<file path="config.mk">
export PLATFORM = sky130hd
export DESIGN_NAME = sliding_window_duplicate_filter
export DESIGN_NICKNAME = d
export VERILOG_FILES = /design/src/rtl/swdf_pkg.sv /design/src/rtl/sliding_window_duplicate_filter.sv /design/src/rtl/swdf_cell.sv /design/src/rtl/swdf_row.sv
export VERILOG_INCLUDE_DIRS = /design/src /design/src/rtl
export SDC_FILE = /design/constraint.sdc
export NUM_CORES = 1
export LEC_CHECK = 0
export BUFFER_PORTS_ARGS = -buffer_cell sky130_fd_sc_hd__buf_2
export CAP_MARGIN = 10
export CORE_MARGIN = 10
export CORE_UTILIZATION = 44
export CTS_CLUSTER_DIAMETER = 50
export DETAILED_ROUTE_END_ITERATION = 6
export PLACE_DENSITY_LB_ADDON = 0.08
export SYNTH_ARGS = -nofsm -noshare
export SYNTH_HDL_FRONTEND = slang
export SYNTH_SLANG_ARGS = --single-unit
</file>
<file path="constraint.sdc">
create_clock -name clk -period 3.5 [get_ports clk]
set_input_delay 0.35 -clock clk [delete_from_list [all_inputs] [get_ports clk]]
set_output_delay 0.35 -clock clk [all_outputs]
set_load 0.02 [all_outputs]
</file>
<file path="src/rtl/sliding_window_duplicate_filter_assert.svh">
// Assertion macros used by the duplicate filter top level.
// Each macro expands to one labeled concurrent assertion that reports through $error.
`ifndef SLIDING_WINDOW_DUPLICATE_FILTER_ASSERT_SVH
`define SLIDING_WINDOW_DUPLICATE_FILTER_ASSERT_SVH

// The condition must hold at every clock edge outside reset.
`define SWDF_ASSERT_ALWAYS(lbl, clk, rst_n, cond, msg) \
	lbl: assert property (@(posedge clk) disable iff (!rst_n) (cond)) else $error(msg);

// The consequent must hold in the cycle after the antecedent.
`define SWDF_ASSERT_NEXT(lbl, clk, rst_n, ante, cons, msg) \
	lbl: assert property (@(posedge clk) disable iff (!rst_n) (ante) |=> (cons)) else $error(msg);

`endif

</file>
<file path="src/rtl/swdf_pkg.sv">
// Shared constants and types for the sliding-window duplicate filter.
// Used by swdf_cell, swdf_row and the top level; depends on nothing.
`default_nettype none

package swdf_pkg;

	localparam int WINDOW_BITS = 256;
	localparam int SEQ_BITS    = 24;
	localparam int FRAG_W      = 8;
	localparam int BASE_W      = SEQ_BITS + 1;
	localparam int IDX_W       = $clog2(WINDOW_BITS);
	localparam int CNT_W       = IDX_W - 1;
	localparam int HALF        = WINDOW_BITS / 2;
	localparam int SPAN_W      = 9;
	localparam int GROUP_SIZE  = 16;
	localparam int GROUP_CNT   = WINDOW_BITS / GROUP_SIZE;

	localparam logic [SPAN_W-1:0] SPAN_RESET = SPAN_W'(4 * 8);
	localparam logic [SPAN_W-1:0] SPAN_MAX   = SPAN_W'(WINDOW_BITS);

	localparam logic [1:0] VERDICT_ACCEPT = 2'd0;
	localparam logic [1:0] VERDICT_DUP    = 2'd1;
	localparam logic [1:0] VERDICT_DROP   = 2'd2;

	// Command broadcast to every cell of the row in each cycle.
	typedef struct packed {
		logic             clear_all;
		logic             shift;
		logic             set_en;
		logic [IDX_W-1:0] idx;
	} cell_cmd_t;

endpackage

`default_nettype wire

</file>
<file path="src/rtl/sliding_window_duplicate_filter.sv">
// A request outside the window goes from check straight to done; a duplicate inside passes
// check and two lookup states to done; any other inside then advances the base over a run of
// set bits, or forces it forward by c positions (c may be 0), before it reaches done.
// Throughput: one request at a time; the next is accepted the cycle after the result enters the
// output register, which waits while an earlier result is held off. Reset (arst_n low,
// asynchronous): base 0, bitmap clear, accept_span 32, no result pending.
`default_nettype none

`include "sliding_window_duplicate_filter_assert.svh"

module sliding_window_duplicate_filter (
	input  wire logic                        clk,
	input  wire logic                        arst_n,
	input  wire logic                        cfg_we,
	input  wire logic [swdf_pkg::SPAN_W-1:0] cfg_wdata,   // accept_span
	input  wire logic                        s_tvalid,
	output logic                             s_tready,
	input  wire logic [31:0]                 s_tdata,     // seq_number[23:0], fragment_number[31:24]
	input  wire logic                        s_tuser,     // op
	output logic                             m_tvalid,
	input  wire logic                        m_tready,
	output logic [31:0]                      m_tdata,     // base_after[24:0], zero fill
	output logic [2:0]                       m_tuser      // verdict[1:0], dup_in_window[2]
);

	localparam logic [2:0] S_IDLE  = 3'd0;
	localparam logic [2:0] S_CHECK = 3'd1;
	localparam logic [2:0] S_LOOK0 = 3'd2;
	localparam logic [2:0] S_LOOK1 = 3'd3;
	localparam logic [2:0] S_RUN   = 3'd4;
	localparam logic [2:0] S_FORCE = 3'd5;
	localparam logic [2:0] S_DONE  = 3'd6;

	localparam int CMP_W = swdf_pkg::BASE_W + 1;

	logic [2:0]                        state_q;
	logic [swdf_pkg::SPAN_W-1:0]       span_q;
	logic [swdf_pkg::BASE_W-1:0]       base_q;
	logic [swdf_pkg::SEQ_BITS-1:0]     sn_q;
	logic [swdf_pkg::FRAG_W-1:0]       frn_q;
	logic [swdf_pkg::IDX_W-1:0]        off_q;
	logic [swdf_pkg::CNT_W-1:0]        cnt_q;
	logic [1:0]                        verdict_q;
	logic                              dup_q;
	logic                              out_valid_q;
	logic [1:0]                        out_verdict_q;
	logic                              out_dup_q;
	logic [swdf_pkg::BASE_W-1:0]       out_base_q;

	logic                              accept;
	logic [swdf_pkg::SPAN_W-1:0]       span_c;
	logic [CMP_W-1:0]                  sn_ext;
	logic [CMP_W-1:0]                  base_ext;
	logic [CMP_W-1:0]                  limit;
	logic [CMP_W-1:0]                  diff;
	logic                              beyond;
	logic                              below;
	logic                              frag0;
	logic                              is_dup;
	logic                              shift_en;
	logic                              out_free;
	logic                              base_bit;
	logic                              seen;
	swdf_pkg::cell_cmd_t               cmd;

	assign s_tready = (state_q == S_IDLE);
	assign accept   = s_tvalid & s_tready;
	assign out_free = !out_valid_q || m_tready;

	assign span_c   = (span_q > swdf_pkg::SPAN_MAX) ? swdf_pkg::SPAN_MAX : span_q;
	assign sn_ext   = CMP_W'(sn_q);
	assign base_ext = CMP_W'(base_q);
	assign limit    = base_ext + CMP_W'(span_c);
	assign diff     = sn_ext - base_ext;
	assign beyond   = (sn_ext >= limit);
	assign below    = (sn_ext < base_ext);
	assign frag0    = (frn_q == '0);
	assign is_dup   = seen && frag0;

	assign shift_en = ((state_q == S_RUN) && base_bit) ||
		((state_q == S_FORCE) && (cnt_q != '0));

	always_comb begin
		cmd           = '0;
		cmd.idx       = off_q;
		cmd.clear_all = accept && s_tuser;
		cmd.shift     = shift_en;
		cmd.set_en    = (state_q == S_LOOK1) && !is_dup;
	end

	swdf_row u_row (
		.clk      (clk),
		.arst_n   (arst_n),
		.cmd      (cmd),
		.base_bit (base_bit),
		.seen     (seen)
	);

	always_ff @(posedge clk or negedge arst_n) begin
		if (!arst_n) begin
			span_q <= swdf_pkg::SPAN_RESET;
		end else if (cfg_we) begin
			span_q <= cfg_wdata;
		end
	end

	always_ff @(posedge clk or negedge arst_n) begin
		if (!arst_n) begin
			state_q     <= S_IDLE;
			base_q      <= '0;
			out_valid_q <= 1'b0;
		end else begin
			if ((state_q == S_DONE) && out_free) begin
				out_valid_q <= 1'b1;
			end else if (m_tready) begin
				out_valid_q <= 1'b0;
			end
			if (shift_en) begin
				base_q <= base_q + swdf_pkg::BASE_W'(1);
			end
			unique case (state_q)
				S_IDLE: begin
					if (accept) begin
						if (s_tuser) begin
							base_q <= swdf_pkg::BASE_W'(s_tdata[23:0]);
						end
						state_q <= S_CHECK;
					end
				end
				S_CHECK: begin
					priority if (beyond || below) begin
						state_q <= S_DONE;
					end else begin
						state_q <= S_LOOK0;
					end
				end
				S_LOOK0: state_q <= S_LOOK1;
				S_LOOK1: begin
					priority if (is_dup) begin
						state_q <= S_DONE;
					end else if (off_q == '0) begin
						state_q <= S_RUN;
					end else begin
						state_q <= S_FORCE;
					end
				end
				S_RUN: begin
					if (!base_bit) begin
						state_q <= S_DONE;
					end
				end
				S_FORCE: begin
					if (cnt_q == '0) begin
						state_q <= S_DONE;
					end
				end
				S_DONE: begin
					if (out_free) begin
						state_q <= S_IDLE;
					end
				end
				default: state_q <= S_IDLE;
			endcase
		end
	end

	// Request payload, verdict and the result slot need no reset.
	always_ff @(posedge clk) begin
		if (accept) begin
			sn_q  <= s_tdata[23:0];
			frn_q <= s_tdata[31:24];
		end
		if (state_q == S_CHECK) begin
			off_q <= diff[swdf_pkg::IDX_W-1:0];
			dup_q <= 1'b0;
			priority if (beyond) begin
				verdict_q <= swdf_pkg::VERDICT_DROP;
			end else if (below) begin
				verdict_q <= frag0 ? swdf_pkg::VERDICT_DUP : swdf_pkg::VERDICT_ACCEPT;
			end else begin
				verdict_q <= swdf_pkg::VERDICT_ACCEPT;
			end
		end
		if (state_q == S_LOOK1) begin
			if (is_dup) begin
				verdict_q <= swdf_pkg::VERDICT_DUP;
				dup_q     <= 1'b1;
			end
			// Only the part of the distance beyond half the bitmap is forced forward.
			if (off_q > swdf_pkg::IDX_W'(swdf_pkg::HALF)) begin
				cnt_q <= swdf_pkg::CNT_W'(off_q - swdf_pkg::IDX_W'(swdf_pkg::HALF));
			end else begin
				cnt_q <= '0;
			end
		end else if (shift_en && (state_q == S_FORCE)) begin
			cnt_q <= cnt_q - swdf_pkg::CNT_W'(1);
		end
		if ((state_q == S_DONE) && out_free) begin
			out_verdict_q <= verdict_q;
			out_dup_q     <= dup_q;
			out_base_q    <= base_q;
		end
	end

	assign m_tvalid = out_valid_q;
	assign m_tdata  = 32'(out_base_q);
	assign m_tuser  = {out_dup_q, out_verdict_q};

	`SWDF_ASSERT_ALWAYS(a_dup_flag_verdict, clk, arst_n, !(out_valid_q && out_dup_q) || (out_verdict_q == swdf_pkg::VERDICT_DUP), "dup_in_window set without a duplicate verdict")
	`SWDF_ASSERT_NEXT(a_shift_moves_base, clk, arst_n, shift_en, base_q == swdf_pkg::BASE_W'($past(base_q) + swdf_pkg::BASE_W'(1)), "base did not advance by one on a shift")
	`SWDF_ASSERT_NEXT(a_base_holds, clk, arst_n, !shift_en && !(accept && s_tuser), $stable(base_q), "base changed without a shift or resync")
	`SWDF_ASSERT_ALWAYS(a_no_shift_idle, clk, arst_n, !shift_en || (state_q == S_RUN) || (state_q == S_FORCE), "cell row shifted outside an advance")

endmodule

`default_nettype wire

</file>
<file path="src/rtl/swdf_cell.sv">
// One bit of the seen-bitmap, held relative to the window base.
// Depends on swdf_pkg for the command type and index width.
`default_nettype none

module swdf_cell (
	input  wire logic                       clk,
	input  wire logic                       arst_n,
	input  wire logic [swdf_pkg::IDX_W-1:0] cell_idx,
	input  wire swdf_pkg::cell_cmd_t        cmd,
	input  wire logic                       next_bit,
	output logic                            bit_out,
	output logic                            hit
);

	logic bit_q;
	logic sel;

	assign sel     = (cmd.idx == cell_idx);
	assign bit_out = bit_q;
	assign hit     = bit_q & sel;

	// A shift moves the window base up by one, so each cell takes its upper neighbor's bit.
	always_ff @(posedge clk or negedge arst_n) begin
		if (!arst_n) begin
			bit_q <= 1'b0;
		end else begin
			priority if (cmd.clear_all) begin
				bit_q <= 1'b0;
			end else if (cmd.shift) begin
				bit_q <= next_bit;
			end else if (cmd.set_en && sel) begin
				bit_q <= 1'b1;
			end else begin
				bit_q <= bit_q;
			end
		end
	end

endmodule

`default_nettype wire

</file>
<file path="src/rtl/swdf_row.sv">
// Row of bitmap cells chained base-first, with a registered OR tree for lookups.
// Depends on swdf_pkg and swdf_cell.
`default_nettype none

module swdf_row (
	input  wire logic                clk,
	input  wire logic                arst_n,
	input  wire swdf_pkg::cell_cmd_t cmd,
	output logic                     base_bit,
	output logic                     seen
);

	logic [swdf_pkg::WINDOW_BITS-1:0] bits;
	logic [swdf_pkg::WINDOW_BITS-1:0] hits;
	logic [swdf_pkg::WINDOW_BITS-1:0] nbr;
	logic [swdf_pkg::GROUP_CNT-1:0]   grp_q;

	assign nbr = {1'b0, bits[swdf_pkg::WINDOW_BITS-1:1]};

	for (genvar i = 0; i < swdf_pkg::WINDOW_BITS; i++) begin : g_cell
		swdf_cell u_cell (
			.clk      (clk),
			.arst_n   (arst_n),
			.cell_idx (swdf_pkg::IDX_W'(i)),
			.cmd      (cmd),
			.next_bit (nbr[i]),
			.bit_out  (bits[i]),
			.hit      (hits[i])
		);
	end

	always_ff @(posedge clk) begin
		for (int g = 0; g < swdf_pkg::GROUP_CNT; g++) begin
			grp_q[g] <= |hits[g*swdf_pkg::GROUP_SIZE +: swdf_pkg::GROUP_SIZE];
		end
	end

	assign base_bit = bits[0];
	assign seen     = |grp_q;

endmodule

`default_nettype wire
</file>
## Word level (Yosys, flattened, before mapping)

Cells that the tools add are included.

- Output and inout bits: 37
- Bits in registers: 388
- Input port bits: 47
- Word-level logic and storage cells: 2145

- Add/subtract/negate cells: 5
- Reductions and logical operators: 549
- Bitwise logic cells: 257
- Mux-type cells: 795
- Equal/unequal tests: 265
- Order comparisons: 4

Operators with widths:

| cell | count |
|---|---|
| $eq 8x8->1 const B | 128 |
| $mux 1 | 776 |
| $reduce_bool 3->1 | 256 |
| $eq 8x7->1 const B | 64 |
| $reduce_or 16->1 | 17 |
| $logic_and 1x1->1 | 263 |
| $and 1x1->1 | 257 |
| $eq 8x6->1 const B | 32 |
| $eq 8x5->1 const B | 16 |
| $mux 25 | 4 |
| $eq 8x4->1 const B | 8 |
| $eq 8x3->1 const B | 4 |
| $add 25x9->26 | 1 |
| $ge 24x26->1 | 1 |
| $add 25x1->25 const B | 1 |
| $lt 24x25->1 | 1 |
| $mux 7 | 3 |
| $pmux 3 s7 | 1 |
| $eq 8x2->1 const B | 2 |
| $logic_not 8->1 | 2 |
| $mux 3 | 5 |
| $sub 7x1->7 const B | 2 |
| $mux 2 | 5 |
| $eq 3x3->1 const B | 3 |
| 16 further kinds | 23 |

## Depth between registers and ports, before layout

- Depth in word-level cells: 8
- Mapped depth: 18
- Gate-level depth less buffers: 18

## Modules after synthesis

Synthesis repeated with hierarchy kept, for this count alone.

- Cell total of the unflattened synthesis: 5308
- Area, all modules: 45351.0 µm²

By module, submodules not included:

| module | sequential area each (µm²) | instances | area each (µm²) | cells each |
|---|---|---|---|---|
| swdf_cell | 25.0 | 256 | 147.6 | 18 |
| sliding_window_duplicate_filter | 3264.4 | 1 | 6695.2 | 597 |
| swdf_row | 320.3 | 1 | 859.6 | 103 |

## Worst setup path after synthesis

No wires, ideal clock.

- Path type: register -> register
- From: register span_q[8] (netlist name)
- To: register state_q[2]
- Data arrival time: 3.542 ns
- Library setup time: 0.133 ns
- Period minus slack after synthesis: 3.675 ns
- Cell stages (with the launch flop): 17
- Data required time: 3.367 ns
- Setup slack: -0.175 ns
- Cell sequence: dfrtp_1 -> nor2b_1 -> ha_1 -> inv_1 -> fa_1 -> nor2b_1 -> o2111ai_1 -> a311oi_1 -> and2_1 -> xnor2_1 -> ha_1 -> a21oi_1 -> nand2_1 -> a211oi_1 -> a211oi_1 -> o22ai_1 -> a31oi_1

- Word-level cells in the longest chain between the ends: 7

RTL lines:

| item | line | text |
|---|---|---|
| start, declared | sliding_window_duplicate_filter.sv:37 | `logic [swdf_pkg::SPAN_W-1:0] span_q;` |
| start signal, assigned | sliding_window_duplicate_filter.sv:101 | `span_q <= swdf_pkg::SPAN_RESET;` |
| start signal, assigned | sliding_window_duplicate_filter.sv:103 | `span_q <= cfg_wdata;` |
| $gt 9x9->1 | sliding_window_duplicate_filter.sv:70 | `assign span_c = (span_q > swdf_pkg::SPAN_MAX) ? swdf_pkg::SPAN_MAX : span_q;` |
| $mux 9 (*) | sliding_window_duplicate_filter.sv:70 |  |
| $add 25x9->26 (*) | sliding_window_duplicate_filter.sv:73 | `assign limit = base_ext + CMP_W'(span_c);` |
| $ge 24x26->1 (*) | sliding_window_duplicate_filter.sv:75 | `assign beyond = (sn_ext >= limit);` |
| $logic_or 1x1->1 (*) | sliding_window_duplicate_filter.sv:131 | `priority if (beyond \|\| below) begin` |
| $mux 3 (*) | sliding_window_duplicate_filter.sv:131 |  |
| $pmux 3 s7 (*) | sliding_window_duplicate_filter.sv:121 | `unique case (state_q)` |
| end signal, assigned | sliding_window_duplicate_filter.sv:127 | `state_q <= S_CHECK;` |
| end signal, assigned | sliding_window_duplicate_filter.sv:132 | `state_q <= S_DONE;` |
| end signal, assigned | sliding_window_duplicate_filter.sv:134 | `state_q <= S_LOOK0;` |
| end, declared | sliding_window_duplicate_filter.sv:36 | `logic [2:0] state_q;` |

Every way passes the cells marked *; elsewhere a longest branch is shown, timed or not.
A chain may end at the register's enable or synchronous reset.

## Worst setup path in the final report

- From: register span_q[8] (netlist name)
- To: register verdict_q[0]

- Word-level cells in the longest chain between the ends: 8

RTL lines:

| item | line | text |
|---|---|---|
| $gt 9x9->1 | sliding_window_duplicate_filter.sv:70 |  |
| $mux 9 (*) | sliding_window_duplicate_filter.sv:70 |  |
| $add 25x9->26 (*) | sliding_window_duplicate_filter.sv:73 |  |
| $ge 24x26->1 (*) | sliding_window_duplicate_filter.sv:75 |  |
| $mux 2 (*) | sliding_window_duplicate_filter.sv:176 | `priority if (beyond) begin` |
| $mux 2 (*) | sliding_window_duplicate_filter.sv:173 | `if (state_q == S_CHECK) begin` |
| $mux 2 | sliding_window_duplicate_filter.sv:185 | `if (is_dup) begin` |
| $mux 2 (*) | sliding_window_duplicate_filter.sv:184 | `if (state_q == S_LOOK1) begin` |
| end signal, assigned | sliding_window_duplicate_filter.sv:177 | `verdict_q <= swdf_pkg::VERDICT_DROP;` |
| end signal, assigned | sliding_window_duplicate_filter.sv:179 | `verdict_q <= frag0 ? swdf_pkg::VERDICT_DUP : swdf_pkg::VERDICT_ACCEPT;` |
| end signal, assigned | sliding_window_duplicate_filter.sv:186 | `verdict_q <= swdf_pkg::VERDICT_DUP;` |
| end, declared | sliding_window_duplicate_filter.sv:43 | `logic [1:0] verdict_q;` |

Marked as above.

==> flow_metrics.tcl <==
set metrics [dict create \
    status "finished, violations left" \
    violations "setup timing" \
    remaining_drc_errors 0 \
    wl_per_cell_um 23.8 \
    dpl_worst_slack_ns -0.517 \
    vias_per_cell 6.02 \
    r2r_end "verdict_q[0]" \
    pin_count 84 \
    fmax_mhz 262 \
    ys_warn_count 0 \
    antenna_found_initial 0 \
    synthArstFlopShare_pct 75.8 \
    ys_ff_latch 388 \
    coreArea_um2 46400 \
    hpwlAfterDp_um 48700 \
    num_rows 79 \
    cts_htree_levels 2 \
    worst_slack_ns -0.312 \
    grt_pass1_wl_um 114000 \
    place_congestion 0.922 \
    worstSkewPairLatency_ns 0.59 \
    grt_usage_pct 26.1 \
    clock-sinks 388 \
    slew_violations 0 \
    cts-buffers-inserted 51 \
    fin_nets 2610 \
    endpoint_kind "register" \
    crit_type "register to register" \
    drt_iter0_drc 2531 \
    grt_pass1_vias 18065 \
    maxCapViolCount 0 \
    synth_most_common_cell "nor2_1" \
    rsz0062_at_grt "true" \
    hold_violations 0 \
    min_delay_worst_endpoint "m_tvalid" \
    cts-root-buf "clkbuf_16" \
    fp.dieArea_um2 55600 \
    vias 18959 \
    clk_pin_slew_worst_paths_ns 0.06 \
    drive_gt1_share_pct 15.5 \
    worstHoldPathCells 3 \
    synthToLayoutAreaGrowth_pct 20.5 \
    synthTopCellsByArea "dfrtp_1 36%, edfxtp_1 11%, o21ai_0 10%" \
    syn_area_per_cell_um2 8.75 \
    p_leak_nw 9.96 \
    max-slew-margin-rel_pct 35.1 \
    arrival_ns 4.29 \
    power.total_mw 24.2 \
    routed_wl_um 74800 \
    firstDrtPassIters 7 \
    hold_class "primary input to register" \
    finalCriticalPeriod_ns 3.81 \
    ys_seq_area_share_pct 48.7 \
    die_y_um 236 \
    netlist_instances 2343 \
    cts_tree "built" \
    holdWs_ns 0.0835 \
    finalSetupViolCount 3 \
    tightest_slew_ns 0.968 \
    synth_top_cell_by_area "dfrtp_1" \
    fp.dieW_um 236 \
    r2r_cells 18 \
    netlist.area_leader.share_pct 35.8 \
    synthFlopType "dfrtp_1" \
    synth.distinct_cells 72 \
    crit_fanout 4 \
    clockBufferDepth 3 \
    numPortBuffers 76 \
    powerDensity_nw_per_um2 980 \
    vdd_drop_max_mv 0.554 \
    initial_core_util_pct 44.2 \
    synthTopCellsByCount "538 x nor2_1, 415 x o21ai_0, 293 x dfrtp_1" \
    overflow 0 \
    insertedDiodeCount 0 \
    r2r_slack_ns -0.31 \
    worstHoldStart "m_tready" \
    fin_util_pct 53.3 \
    grt_max_degree 121 \
    critPathRequiredTime_ns 3.98 \
    rr_startpoint "span_q[8]" \
    drt.antenna.violating_nets 0 \
    cp-start-kind "register" \
    synth_area_um2 20500 \
    finalClockSkew_ns 0.0139 \
    synth_edf_count 75 \
    post-route-period-util_pct 109 \
]
==> registers in the layout, summed over array words and instances (netlist names) <==
name                         count
sn_q                            24
out_base_q                      25
frn_q                            8
cnt_q                            7
u_row.g_cell.u_cell.bit_out    256
out_verdict_q                    2
base_q                          25
off_q                            8
out_dup_q                        1
m_tvalid                         1
dup_q                            1
state_q                          3
u_row.grp_q                     16
verdict_q                        2
span_q                           9
==> metal layers <==
metal	GRT usage [%]	vias up	wire length, um
li1	-	8561	-
met1	37.5	9455	33100
met2	39.2	801	33500
met3	4.86	142	6130
met4	7.67	0	2050
met5	0	-	0
==> how the worst max path moves through the flow <==
stage                     startpoint  slack (ns)  depth (start not counted)      endpoint
after floorplan            span_q[8]        0.03                         16    state_q[2]
after CTS                  span_q[8]       -0.38                         19  verdict_q[0]
after global placement     span_q[8]       -0.50                         18  verdict_q[0]
after detailed placement   span_q[8]       -0.52                         19  verdict_q[0]
after global routing       span_q[8]       -0.51                         17  verdict_q[0]
final                      span_q[8]       -0.31                         18  verdict_q[0]
==> cell usage in the layout, fill, tap and decap left out, types with 44 or more instances in the layout <==
master / count
nor2_1: 537
a22oi_1: 44
dfrtp_1: 293
clkbuf_16: 53
a21oi_1: 83
nand2_1: 98
xnor2_1: 47
ha_1: 59
o21ai_0: 411
edfxtp_1: 75
o21ai_1: 120
buf_4: 139
buf_2: 75
==> through the flow <==
step           TNS [ns]  instance area, um^2  instances
2_1_floorplan         0                20500       2349
3_3_place_gp      -1.37                22300       3012
3_5_place_dp      -1.49                22300       3012
4_1_cts           -1.01                24600       3148
5_1_grt           -1.37                24700       3148
6_report         -0.773                24700       3148
==> layout make-up <==
cell class	instances	area (um^2)
clock buffers	66	1470
clock inverters	27	365
fillers	4245	21700
inverters	39	146
multi-input cells	1746	9770
flip-flops and latches	388	9990
well taps	607	759
repair buffers	275	2210
==> power breakdown <==
| part | switching [mW] | internal (mW) |
|---|---|---|
| Sequential | 1.84 | 6.76 |
| Combinational | 6.09 | 3.86 |
| Clock | 2.12 | 3.54 |
| Total | 10.0 | 14.2 |
==> cells by family after synthesis <==
family | synth area share [%]
simple gates | 17.3
fa+ha+maj | 3.86
mux | 1.01
other cells | 0.0183
xor+xnor | 2.39
flops | 48.7
compound gates | 22.1
buf+inv | 4.57
==> repair_timing <==
action / 4_1_cts / 5_1_grt
gates cloned: 0 / 0
setup endpoints to repair: 3 / 3
pin swaps: 7 / 12
buffers inserted: 1 / 1
hold buffers: 42 / 0
hold endpoints to repair: 141 / 0
gates resized for setup: 16 / 14
==> critical path, stage by stage (launching register included) <==
cell and delay [ns]:
dfrtp_1 0.40, nor2b_1 0.13, ha_2 0.20, inv_2 0.04, fa_2 0.37, nor2b_4 0.17
o2111ai_4 0.14, a311oi_2 0.30, buf_4 0.20, buf_6 0.10, nand3_2 0.07, xnor2_1 0.13
ha_1 0.30, nand4_1 0.13, nor2_2 0.17, o2111ai_2 0.20, a211oi_2 0.29, o22ai_4 0.15
a41o_1 0.21
(Power assumes the default switching activity.)
